## src/design/assert_macros.svh

```systemverilog
// Assertion macros shared by the design files.
`ifndef ASSERT_MACROS_SVH
`define ASSERT_MACROS_SVH
`ifndef NO_ASSERTIONS
`define ASSERT_CLK(label, clk, rst, prop) \
  label: assert property (@(posedge clk) disable iff (rst) (prop)) else $error("assertion failed");
`define ASSERT_CLK_NR(label, clk, prop) \
  label: assert property (@(posedge clk) (prop)) else $error("assertion failed");
`else
`define ASSERT_CLK(label, clk, rst, prop)
`define ASSERT_CLK_NR(label, clk, prop)
`endif
`endif

```

## src/design/cmmns_pkg.sv

```systemverilog
// Package with types, codes and compare helpers for the column min/max scan.
package cmmns_pkg;

  localparam logic [2:0] TYPE_INT8   = 3'd0;
  localparam logic [2:0] TYPE_INT16  = 3'd1;
  localparam logic [2:0] TYPE_INT32  = 3'd2;
  localparam logic [2:0] TYPE_INT64  = 3'd3;
  localparam logic [2:0] TYPE_FLOAT  = 3'd4;
  localparam logic [2:0] TYPE_DOUBLE = 3'd5;
  localparam logic [2:0] TYPE_RESET  = TYPE_INT32;
  localparam int unsigned QUEUE_DEPTH = 2;
  localparam logic [7:0] BYTE_MASK = 8'hFF;

  typedef struct packed {
    logic [63:0] value;
    logic        valid;
    logic        last;
  } row_t;

  typedef struct packed {
    logic        present;
    logic [63:0] min_bits;
    logic [63:0] max_bits;
    logic        null_seen;
  } stats_t;

  // Classified item: value as an order key plus flags.
  typedef struct packed {
    logic [63:0] value;
    logic [64:0] key;
    logic        is_nan;
    logic        is_zero;
    logic        is_float;
    logic        use_row;
    logic        is_null;
    logic        last;
  } item_t;

  function automatic logic [63:0] type_mask(input logic [2:0] t);
    unique case (t)
      TYPE_INT8:  type_mask = {56'd0, BYTE_MASK};
      TYPE_INT16: type_mask = {48'd0, {2{BYTE_MASK}}};
      TYPE_INT32, TYPE_FLOAT: type_mask = {32'd0, {4{BYTE_MASK}}};
      default:    type_mask = {8{BYTE_MASK}};
    endcase
  endfunction

  function automatic logic [63:0] type_sign(input logic [2:0] t);
    unique case (t)
      TYPE_INT8:  type_sign = 64'h80;
      TYPE_INT16: type_sign = 64'h8000;
      TYPE_INT32, TYPE_FLOAT: type_sign = 64'h8000_0000;
      default:    type_sign = 64'h8000_0000_0000_0000;
    endcase
  endfunction

  // Unsigned order key of raw bits under type t; bits above the type width are kept, but cleared for negative floats.
  function automatic logic [63:0] order_key(input logic [63:0] x, input logic [2:0] t);
    logic [63:0] sb;
    logic [63:0] m;
    sb = type_sign(t);
    m  = type_mask(t);
    if (t == TYPE_FLOAT || t == TYPE_DOUBLE) begin
      order_key = ((x & sb) != 64'd0) ? (~x & m) : (x | sb);
    end else begin
      order_key = x ^ sb;
    end
  endfunction

endpackage

```

## src/design/cmmns_stream_if.sv

```systemverilog
// Valid/ready stream interfaces for rows and statistics.
interface cmmns_row_if import cmmns_pkg::*; ();
  logic valid;
  logic ready;
  row_t data;
  modport source (output valid, output data, input ready);
  modport sink (input valid, input data, output ready);
endinterface

interface cmmns_stats_if import cmmns_pkg::*; ();
  logic   valid;
  logic   ready;
  stats_t data;
  modport source (output valid, output data, input ready);
  modport sink (input valid, input data, output ready);
endinterface

```

## src/design/column_min_max_null_scan.sv

```systemverilog
// A row enters a two-entry queue, from which the back end pops it when the output slot is free or drains.
// A last row's statistics are registered and presented in the cycle after the back end pops it.
// Throughput: one row per cycle while the statistics output is not stalled.
// Reset (synchronous, active high) clears queue, running state, output and sets value_type to int32.
// Top level of the column min/max/null scan.
module column_min_max_null_scan import cmmns_pkg::*; (
  input  logic          clk,
  input  logic          rst,
  input  logic          cfg_we,
  input  logic [2:0]    cfg_wdata,
  cmmns_row_if.sink     row_in,
  cmmns_stats_if.source stats_out
);
  logic [2:0] value_type;
  logic       q_valid, q_pop;
  item_t      q_item;

  always_ff @(posedge clk) begin
    if (rst) value_type <= TYPE_RESET;
    else if (cfg_we) value_type <= cfg_wdata;
  end

  cmmns_front u_front (.clk, .rst, .value_type, .row_in, .q_valid, .q_item, .q_pop);
  cmmns_back  u_back  (.clk, .rst, .value_type, .q_valid, .q_item, .q_pop, .stats_out);
endmodule

```

## src/design/cmmns_front.sv

```systemverilog
// Front end: accepts rows, masks and classifies them, and queues them.
module cmmns_front import cmmns_pkg::*; (
  input  logic        clk,
  input  logic        rst,
  input  logic [2:0]  value_type,
  cmmns_row_if.sink   row_in,
  output logic        q_valid,
  output item_t       q_item,
  input  logic        q_pop
);
  item_t       cls;
  item_t       slots [QUEUE_DEPTH];
  logic        wr_ptr, rd_ptr;
  logic [1:0]  count;
  logic [63:0] m, sb, v, mag;
  logic [63:0] expo;
  logic        push;

  always_comb begin
    m    = type_mask(value_type);
    sb   = type_sign(value_type);
    v    = row_in.data.value & m;
    mag  = v & ~sb;
    expo = (value_type == TYPE_FLOAT) ? 64'h7F80_0000 : 64'h7FF0_0000_0000_0000;
    cls.value    = v;
    cls.is_float = (value_type == TYPE_FLOAT) || (value_type == TYPE_DOUBLE);
    cls.is_nan   = cls.is_float && (mag > expo);
    cls.is_zero  = cls.is_float && (mag == 64'd0);
    if (cls.is_float) begin
      cls.key = {1'b0, ((v & sb) != 64'd0) ? (~v & m) : (v | sb)};
    end else begin
      cls.key = {1'b0, v ^ sb};
    end
    cls.use_row = row_in.data.valid && (value_type <= TYPE_DOUBLE);
    cls.is_null = !row_in.data.valid;
    cls.last    = row_in.data.last;
  end

  assign row_in.ready = (count != 2'd2);
  assign push    = row_in.valid && row_in.ready;
  assign q_valid = (count != 2'd0);
  assign q_item  = slots[rd_ptr];

  always_ff @(posedge clk) begin
    if (push) slots[wr_ptr] <= cls;
    if (rst) begin
      wr_ptr <= 1'b0;
      rd_ptr <= 1'b0;
      count  <= 2'd0;
    end else begin
      if (push) wr_ptr <= ~wr_ptr;
      if (q_pop) rd_ptr <= ~rd_ptr;
      count <= count + {1'b0, push} - {1'b0, q_pop};
    end
  end

`include "assert_macros.svh"
  `ASSERT_CLK(a_no_overflow, clk, rst, count <= 2'd2)
  `ASSERT_CLK(a_pop_nonempty, clk, rst, q_pop |-> q_valid)
  `ASSERT_CLK(a_count_track, clk, rst, (push && !q_pop && count == 2'd1) |=> count == 2'd2)
endmodule

```

## src/design/cmmns_back.sv

```systemverilog
// Back end: updates running min/max state and emits statistics on the last row.
module cmmns_back import cmmns_pkg::*; (
  input  logic          clk,
  input  logic          rst,
  input  logic [2:0]    value_type,
  input  logic          q_valid,
  input  item_t         q_item,
  output logic          q_pop,
  cmmns_stats_if.source stats_out
);
  logic        seen_valid, any_null;
  logic [63:0] running_min, running_max;
  logic [64:0] min_key, max_key;
  logic        min_nan, max_nan, min_zero, max_zero;
  logic        less_min, greater_max;
  logic        out_valid;
  stats_t      out_data;
  logic        seen_next, null_next;
  logic [63:0] m, sb, expo, min_mag, max_mag;
  logic        out_bits_zero;

  // A transaction can leave the queue whenever the output slot is free or drains now.
  assign q_pop = q_valid && (!out_valid || stats_out.ready);
  assign stats_out.valid = out_valid;
  assign stats_out.data  = out_data;
  assign out_bits_zero = (out_data.min_bits == 64'd0) && (out_data.max_bits == 64'd0);

  // The stored extremes are compared under the type in force now, as they are stored.
  always_comb begin
    m        = type_mask(value_type);
    sb       = type_sign(value_type);
    expo     = (value_type == TYPE_FLOAT) ? 64'h7F80_0000 : 64'h7FF0_0000_0000_0000;
    min_mag  = running_min & ~sb & m;
    max_mag  = running_max & ~sb & m;
    min_key  = {1'b0, order_key(running_min, value_type)};
    max_key  = {1'b0, order_key(running_max, value_type)};
    min_nan  = min_mag > expo;
    max_nan  = max_mag > expo;
    min_zero = min_mag == 64'd0;
    max_zero = max_mag == 64'd0;
    less_min    = q_item.key < min_key;
    greater_max = max_key < q_item.key;
    if (q_item.is_float) begin
      if (q_item.is_nan || min_nan || (q_item.is_zero && min_zero)) less_min = 1'b0;
      if (q_item.is_nan || max_nan || (q_item.is_zero && max_zero)) greater_max = 1'b0;
    end
    seen_next = seen_valid || q_item.use_row;
    null_next = any_null || q_item.is_null;
  end

  always_ff @(posedge clk) begin
    if (rst) begin
      seen_valid  <= 1'b0;
      any_null    <= 1'b0;
      out_valid   <= 1'b0;
      running_min <= 64'd0;
      running_max <= 64'd0;
    end else begin
      if (out_valid && stats_out.ready) out_valid <= 1'b0;
      if (q_pop) begin
        if (q_item.last) begin
          out_valid          <= 1'b1;
          out_data.present   <= seen_next;
          out_data.null_seen <= null_next;
          if (q_item.use_row && !seen_valid) begin
            out_data.min_bits <= q_item.value;
            out_data.max_bits <= q_item.value;
          end else begin
            out_data.min_bits <= (q_item.use_row && less_min) ? q_item.value : running_min;
            out_data.max_bits <= (q_item.use_row && greater_max) ? q_item.value : running_max;
          end
          seen_valid  <= 1'b0;
          any_null    <= 1'b0;
          running_min <= 64'd0;
          running_max <= 64'd0;
        end else begin
          seen_valid <= seen_next;
          any_null   <= null_next;
          if (q_item.use_row) begin
            if (!seen_valid) begin
              running_min <= q_item.value;
              running_max <= q_item.value;
            end else begin
              if (less_min) running_min <= q_item.value;
              if (greater_max) running_max <= q_item.value;
            end
          end
        end
      end
    end
  end

`include "assert_macros.svh"
  `ASSERT_CLK(a_out_hold, clk, rst, (out_valid && !stats_out.ready) |=> out_valid)
  `ASSERT_CLK(a_clear_after_last, clk, rst, (q_pop && q_item.last) |=> (!seen_valid && !any_null))
  `ASSERT_CLK(a_zero_when_absent, clk, rst, (out_valid && !out_data.present) |-> out_bits_zero)
endmodule

```

## src/flat_wrapper.sv

```systemverilog
// flat-port wrapper written by rule: the top's interface ports become plain ports
module column_min_max_null_scan_flat import cmmns_pkg::*;
  (clk, rst, cfg_we, cfg_wdata, row_in_valid, row_in_data, row_in_ready, stats_out_valid, stats_out_data, stats_out_ready);
  cmmns_row_if row_in_i ();
  cmmns_stats_if stats_out_i ();
  input  logic clk;
  input  logic rst;
  input  logic cfg_we;
  input  logic [2:0] cfg_wdata;
  input wire logic [$bits(row_in_i.valid)-1:0] row_in_valid;
  input wire logic [$bits(row_in_i.data)-1:0] row_in_data;
  output wire logic [$bits(row_in_i.ready)-1:0] row_in_ready;
  output wire logic [$bits(stats_out_i.valid)-1:0] stats_out_valid;
  output wire logic [$bits(stats_out_i.data)-1:0] stats_out_data;
  input wire logic [$bits(stats_out_i.ready)-1:0] stats_out_ready;
  assign row_in_i.valid = row_in_valid;
  assign row_in_i.data = row_in_data;
  assign row_in_ready = row_in_i.ready;
  assign stats_out_valid = stats_out_i.valid;
  assign stats_out_data = stats_out_i.data;
  assign stats_out_i.ready = stats_out_ready;
  column_min_max_null_scan u_core (.clk(clk), .rst(rst), .cfg_we(cfg_we), .cfg_wdata(cfg_wdata), .row_in(row_in_i), .stats_out(stats_out_i));
endmodule
```

## config.mk

```make
export PLATFORM = sky130hd
export DESIGN_NAME = column_min_max_null_scan_flat
export DESIGN_NICKNAME = d
export VERILOG_FILES = /design/src/design/cmmns_pkg.sv /design/src/design/cmmns_stream_if.sv /design/src/design/column_min_max_null_scan.sv /design/src/design/cmmns_front.sv /design/src/design/cmmns_back.sv /design/src/flat_wrapper.sv
export VERILOG_INCLUDE_DIRS = /design/src /design/src/design
export SDC_FILE = /design/constraint.sdc
export NUM_CORES = 1
export LEC_CHECK = 0
export BUFFER_PORTS_ARGS = -buffer_cell sky130_fd_sc_hd__buf_4
export CORE_MARGIN = 2
export CORE_UTILIZATION = 40
export CTS_CLUSTER_SIZE = 30
export DETAILED_ROUTE_END_ITERATION = 8
export PLACE_DENSITY = 0.61
export SYNTH_ARGS = -nofsm -noshare
export SYNTH_HDL_FRONTEND = slang
export SYNTH_SLANG_ARGS = --single-unit
```

## constraint.sdc

```tcl
create_clock -name clk -period 9.1 [get_ports clk]
set_input_delay 0 -clock clk [delete_from_list [all_inputs] [get_ports clk]]
set_output_delay 0 -clock clk [all_outputs]
set_load 0.005 [all_outputs]
```

# Word-level counts from Yosys, hierarchy flattened
# Memories as Yosys holds them, arrays and structs flattened. A register that Yosys moved wholly into a read port is not among the register bits.
# Index checks and enable logic that the tools add are counted.
# word_totals
reg_bits	268
wordCells	122
out_inout_bits	132
input_bits	74
n_memories	1
ramBits	268
# memory_table
name	words	word_bits	rd	rd_clocked_by_memory_dff	wr	line_no	source
u_core.u_front.slots	2	134	1	1	1	cmmns_front.sv:12	item_t slots [QUEUE_DEPTH];
# op_classes
reduce_logical	35
n_lt_le_gt_ge	6
muxes	33
bitwise	25
eq_ne	7
add_sub_neg	2
# op_table
op	n
$mux W64	16
$and A64 B64 Y64	12
$pmux W64 S3	2
$not A64 Y64	4
$logic_not A64 Y1	3
$or A64 B64 Y64	3
$reduce_bool A64 Y1	3
$xor A64 B64 Y64	3
$gt A64 B64 Y1	2
$mux W128	1
$lt A64 B65 Y1	1
$lt A65 B64 Y1	1
$gt A64 B63 Y1	1
$mux W63	1
$mux W1	13
$logic_and A1 B1 Y1	11
$reduce_and A3 Y1	3
$logic_or A1 B1 Y1	8
$eq A3 B3 Y1 const B	2
$ne A3 B1 Y1 const B	2
$reduce_bool A2 Y1	2
$eq A3 B1 Y1 const B	1
$eq A3 B2 Y1 const B	1
$le A3 B3 Y1 const B	1
other kinds (7)	11

# Logic depth before layout (Yosys ltp)
# logic_depth
word_depth	15
ltp_mapped	26
mapped_depth_nobuf	18

# By module
# A second synthesis with hierarchy kept.
# hier_totals
cells_unflattened	2236
area_unflattened_um2	27689.1
# by_module_without_submodules
mod	seq_area_each_um2	area_each_um2	cells_per_inst	n_inst
cmmns_back	6526.3	15728.8	1476	1
cmmns_front	8147.8	11857.6	751	1
column_min_max_null_scan	60.1	102.6	9	1

# Worst setup path after synthesis
# No wires, ideal clock.
# synth_timing
path_kind	register -> register
from	register with a tool-made name
to	register u_core.u_back.out_data, in the netlist u_core.u_back.stats_out.data[0] (enable)
required_time_ps	8479
path_buffers	1
setup_time_ps	621
path_slack_ps	2147
t_arrival_ps	6332
period_less_slack_ps	6953
path_stages_with_launch	5
path_cell_list	dfxtp_1 clkbuf_1 mux2_2 nand2_1 nor2_1
# synth_lines
item	line_no	source
end: declaration	cmmns_back.sv:17	stats_t out_data;

# Final worst setup path
# layout_timing
from	register u_core.value_type[1]
to	register u_core.u_back.out_data, in the netlist u_core.u_back.stats_out.data[76], data pin
# layout_between
elab_chain_cells	14
elab_cells_between_ends	31
classes_between	order compare (2); eq/ne (4); mux (9); bitwise (7); reduce/logical (9)
# layout_lines
item	line_no	source
start: declaration	column_min_max_null_scan.sv:14	logic [2:0] value_type;
start signal: assignment	column_min_max_null_scan.sv:20	else if (cfg_we) value_type <= cfg_wdata;
branches (longest 10 deep; another with $lt A65 B64 Y1)	n/a	
$mux W1 *	cmmns_back.sv:43	if (q_item.is_float) begin
$logic_and A1 B1 Y1 *	cmmns_back.sv:69	out_data.min_bits <= (q_item.use_row && less_min) ? q_item.value : running_min;
$mux W64 *	cmmns_back.sv:69	
$mux W128 *	cmmns_back.sv:65	if (q_item.use_row && !seen_valid) begin
# Mark *: on every way between the ends.
# A chain may end at the register's enable or synchronous reset.

==> metrics.txt <==
crit path DAT=7.78 ns; R2R depth=18; Main synth FF type=edfxtp_1; Comb pwr share=0.381; DRC=0; Die Y=roughly 270 um; Post-CTS Setup Inserts=0; maximum vdd drop=180 uV; post-DP HPWL=around 56 mm; total grt overflow=0; Switching Share=0.359; Post-Syn Area=around 29,000 sq um; ANT nets after route=0; leakage=roughly 13 nW; setup TNS=0 ns; first-pass GRT wire length=about 130 mm; highest net fanout along the worst path=31; largest net degree at the start of global routing=around 130; DR iter-0 viols=approximately 1,700; Slew headroom=0.124; initial core utilization=0.403; worst flop-to-flop path startpoint=u_core.value_type[1]; Min-Delay Startpoint=row_in_data[0]; Hold Fails Final Rpt=0; Slew @ Worst Pin=approximately 1.3 ns; layout cells sized above 1=0.215; Max-Cap Viols=0; CP delay by family, top=simple AND/OR/NAND/NOR gates; PD cells=~280 nW/um^2; Switching Power=0.00347 W; Commonest cells post-synth=edfxtp_1 (398), nand2_1 (231), ha_1 (215); Worst Setup Start Kind=flop; initial antenna violation count=0; Yosys warning count=0; worst hold slack=roughly 0.11 ns; Synth async-reset ratio=0; Crit-path slowest cell=nor4_2; final wirelength=approximately 83 mm; RePlAce Congestion=0.885; Post-Syn Nets=approximately 2,800; clk sinks=537; Storage cell area=about 15,000 sq um; proportion of netlist area held by the largest area contributor=0.416; Antenna diodes=0; row cnt=between 90 and 100; # hold bufs at CTS=76; cells after synthesis=between 2,000 and 2,500; Avg Cell Area, Syn=approximately 12 sq um; post_cts resized=0; CP Launch Point=u_core.value_type[1]; Worst Hold Path Cells=2; Root Buffer=clkbuf_16; Via Count=20,610; fin. max-slew vios=0; gr usage total=0.220; CTS tree=built; drt via density=around 5.5; final number of setup-violating endpoints=0; # nets final=approximately 3,000; status=finished, final reports clean; First-pass DRT Iterations=5; Die Footprint=around 74,000 sq um; most used cell, CP=a21oi_1; Setup CP Type=flop to flop; Synth Register Bits=around 540; most numerous cell in the Yosys netlist=edfxtp_1; area delta synth->final=18.4%; port bufs=a little over 200; Req. time, crit path=around 9.5 ns; Tmin final=7.42 ns; Core Box Area=71,400 sq um; multi-input logic area=approximately 13,000 sq um; Worst-Skew Late Latency=a little over 0.6 ns; Stages on worst setup path=18; Area contributors post-synth=edfxtp_1 (42%), dfxtp_1 (9.7%), ha_1 (9.4%); # IOs=between 200 and 250; Unique masters post-synth=between 60 and 70; Tcrit/Tclk final=0.815; CTS buffer count=just under 60; cell internal pwr=just over 0.006 W; vias in the first global route=around 21,000; Buf/Inv on CP=2; Max Clk Rate=roughly 130 MHz; Flop pwr share=0.359; clk buf depth=3; clock power share=0.259; crit-path cells=nand2b_1 > a21oi_1 > ha_1 > nor4_2 > nor2_4 > nand2_1 > buf_4 > nor2_1 > a21oi_1 > ha_1 > a21oi_1 > nor3_1 > a2111oi_0 > o211ai_1 > nand4b_1 > o21ai_4 > buf_4 > mux2_2; Worst-path clk slew=0.06 ns; crit path capture type=flop; H-tree depth=2; Chip Width=roughly 270 um; fill count=between 6,000 and 7,000; wire length per cell=between 20 and 25 um; Synth area leader=edfxtp_1; Crit path largest cell delay=between 0.8 and 0.9 ns; register area share after synthesis=0.513; Final Skew=about 0.020 ns; EDFF count, synth=approximately 400; Tightest Hold Check Type=input port to flop; RSZ-0062 raised after global routing=false
## stage by stage
step           instances  power, W  worst slack [ns]  utilization  area [sq um]
2_1_floorplan       2497   0.00595              2.15            -         28700
4_1_cts             3732   0.00971              1.75        0.477         34000
3_3_place_gp        3547   0.00706              1.97        0.438         31200
6_report            3732   0.00967              1.68        0.477         34000
3_5_place_dp        3547   0.00717              1.76        0.438         31200
5_1_grt             3732    0.0102              1.18        0.477         34000
## worst register-to-register path: stages, from the launching register on
cell and delay [ns]:
dfxtp_1 0.53, nand2b_1 0.75, a21oi_1 0.31, ha_1 0.31, nor4_2 0.84, nor2_4 0.30, nand2_1 0.15, buf_4 0.34
nor2_1 0.09, a21oi_1 0.14, ha_1 0.28, a21oi_1 0.17, nor3_1 0.08, a2111oi_0 0.64, o211ai_1 0.22, nand4b_1 0.31
o21ai_4 0.78, buf_4 0.51, mux2_2 0.42
## logic make-up (layout without fill, tap and decap cells)
group                    Yosys count  count (layout)  share of synthesized area
AND/OR/NAND/NOR                  609             609                      0.102
flip-flops                       537             537                      0.513
AO/OA/AOI/OAI                    475             475                      0.114
buffers and inverters            287             572                     0.0414
multiplexers                     260             260                      0.102
adder cells (fa/ha/maj)          216             216                     0.0939
XOR/XNOR                         113             113                     0.0344
## flip-flops by register name, indices dropped and copies added, names as in the netlist, named ones only
name / flops
u_core.u_front.rd_ptr: 1
u_core.u_back.running_max: 64
u_core.u_back.stats_out.data: 130
u_core.u_front.wr_ptr: 1
u_core.value_type: 3
u_core.u_front.count: 2
u_core.u_back.stats_out.valid: 1
u_core.u_back.running_min: 64
u_core.u_front.slots: 268
u_core.u_back.any_null: 1
u_core.u_back.seen_valid: 1
## power groups by stage
stage	Combinational (W)	Clock (W)	Sequential, W
after floorplan	0.00249	0	0.00346
after global placement	0.00355	0	0.00351
after detailed placement	0.00365	0	0.00352
after CTS	0.00370	0.00254	0.00347
after global routing	0.00402	0.00265	0.00351
final	0.00369	0.00251	0.00347
## final cells by class
cell class,instances,area share
multi-input cells,1673,0.380
inverters,153,0.0169
well taps,950,0.0349
clock inverters,21,0.00956
clock buffers,88,0.0499
flip-flops and latches,537,0.433
repair buffers,310,0.0758
## cell usage in the layout, fill, tap and decap left out, types with 19 or more instances in the layout
master	n
a21o_1	21
a21oi_1	105
and2_1	89
buf_4	229
clkbuf_1	19
clkbuf_16	60
dfxtp_1	138
dlygate4sd3_1	76
edfxtp_1	398
ha_1	215
inv_1	151
mux2_2	165
mux2_4	24
mux2i_1	71
nand2_1	230
nand3_1	27
nand4_1	27
nor2_1	123
nor4_1	36
o211ai_1	71
o21ai_0	145
o22ai_2	59
xnor2_1	111
## metal layers
layer / GRT usage / vias to the layer above / share of wire / wire (um)
li1: - / 9598 / - / -
met1: 0.293 / 10206 / 0.43 / 35600
met2: 0.362 / 651 / 0.47 / 39100
met3: 0.0339 / 155 / 0.060 / 4960
met4: 0.0850 / 0 / 0.038 / 3180
met5: 0 / - / 0 / 0
## path summary, 6_finish.rpt
path,end,slack [ns]
max reg2reg,u_core.u_back.stats_out.data[76],1.68
min reg2reg,u_core.u_back.any_null,0.49
min,u_core.u_front.slots[0][0],0.11
max,u_core.u_back.stats_out.data[76],1.68
Power figures use the tool's default switching activity.
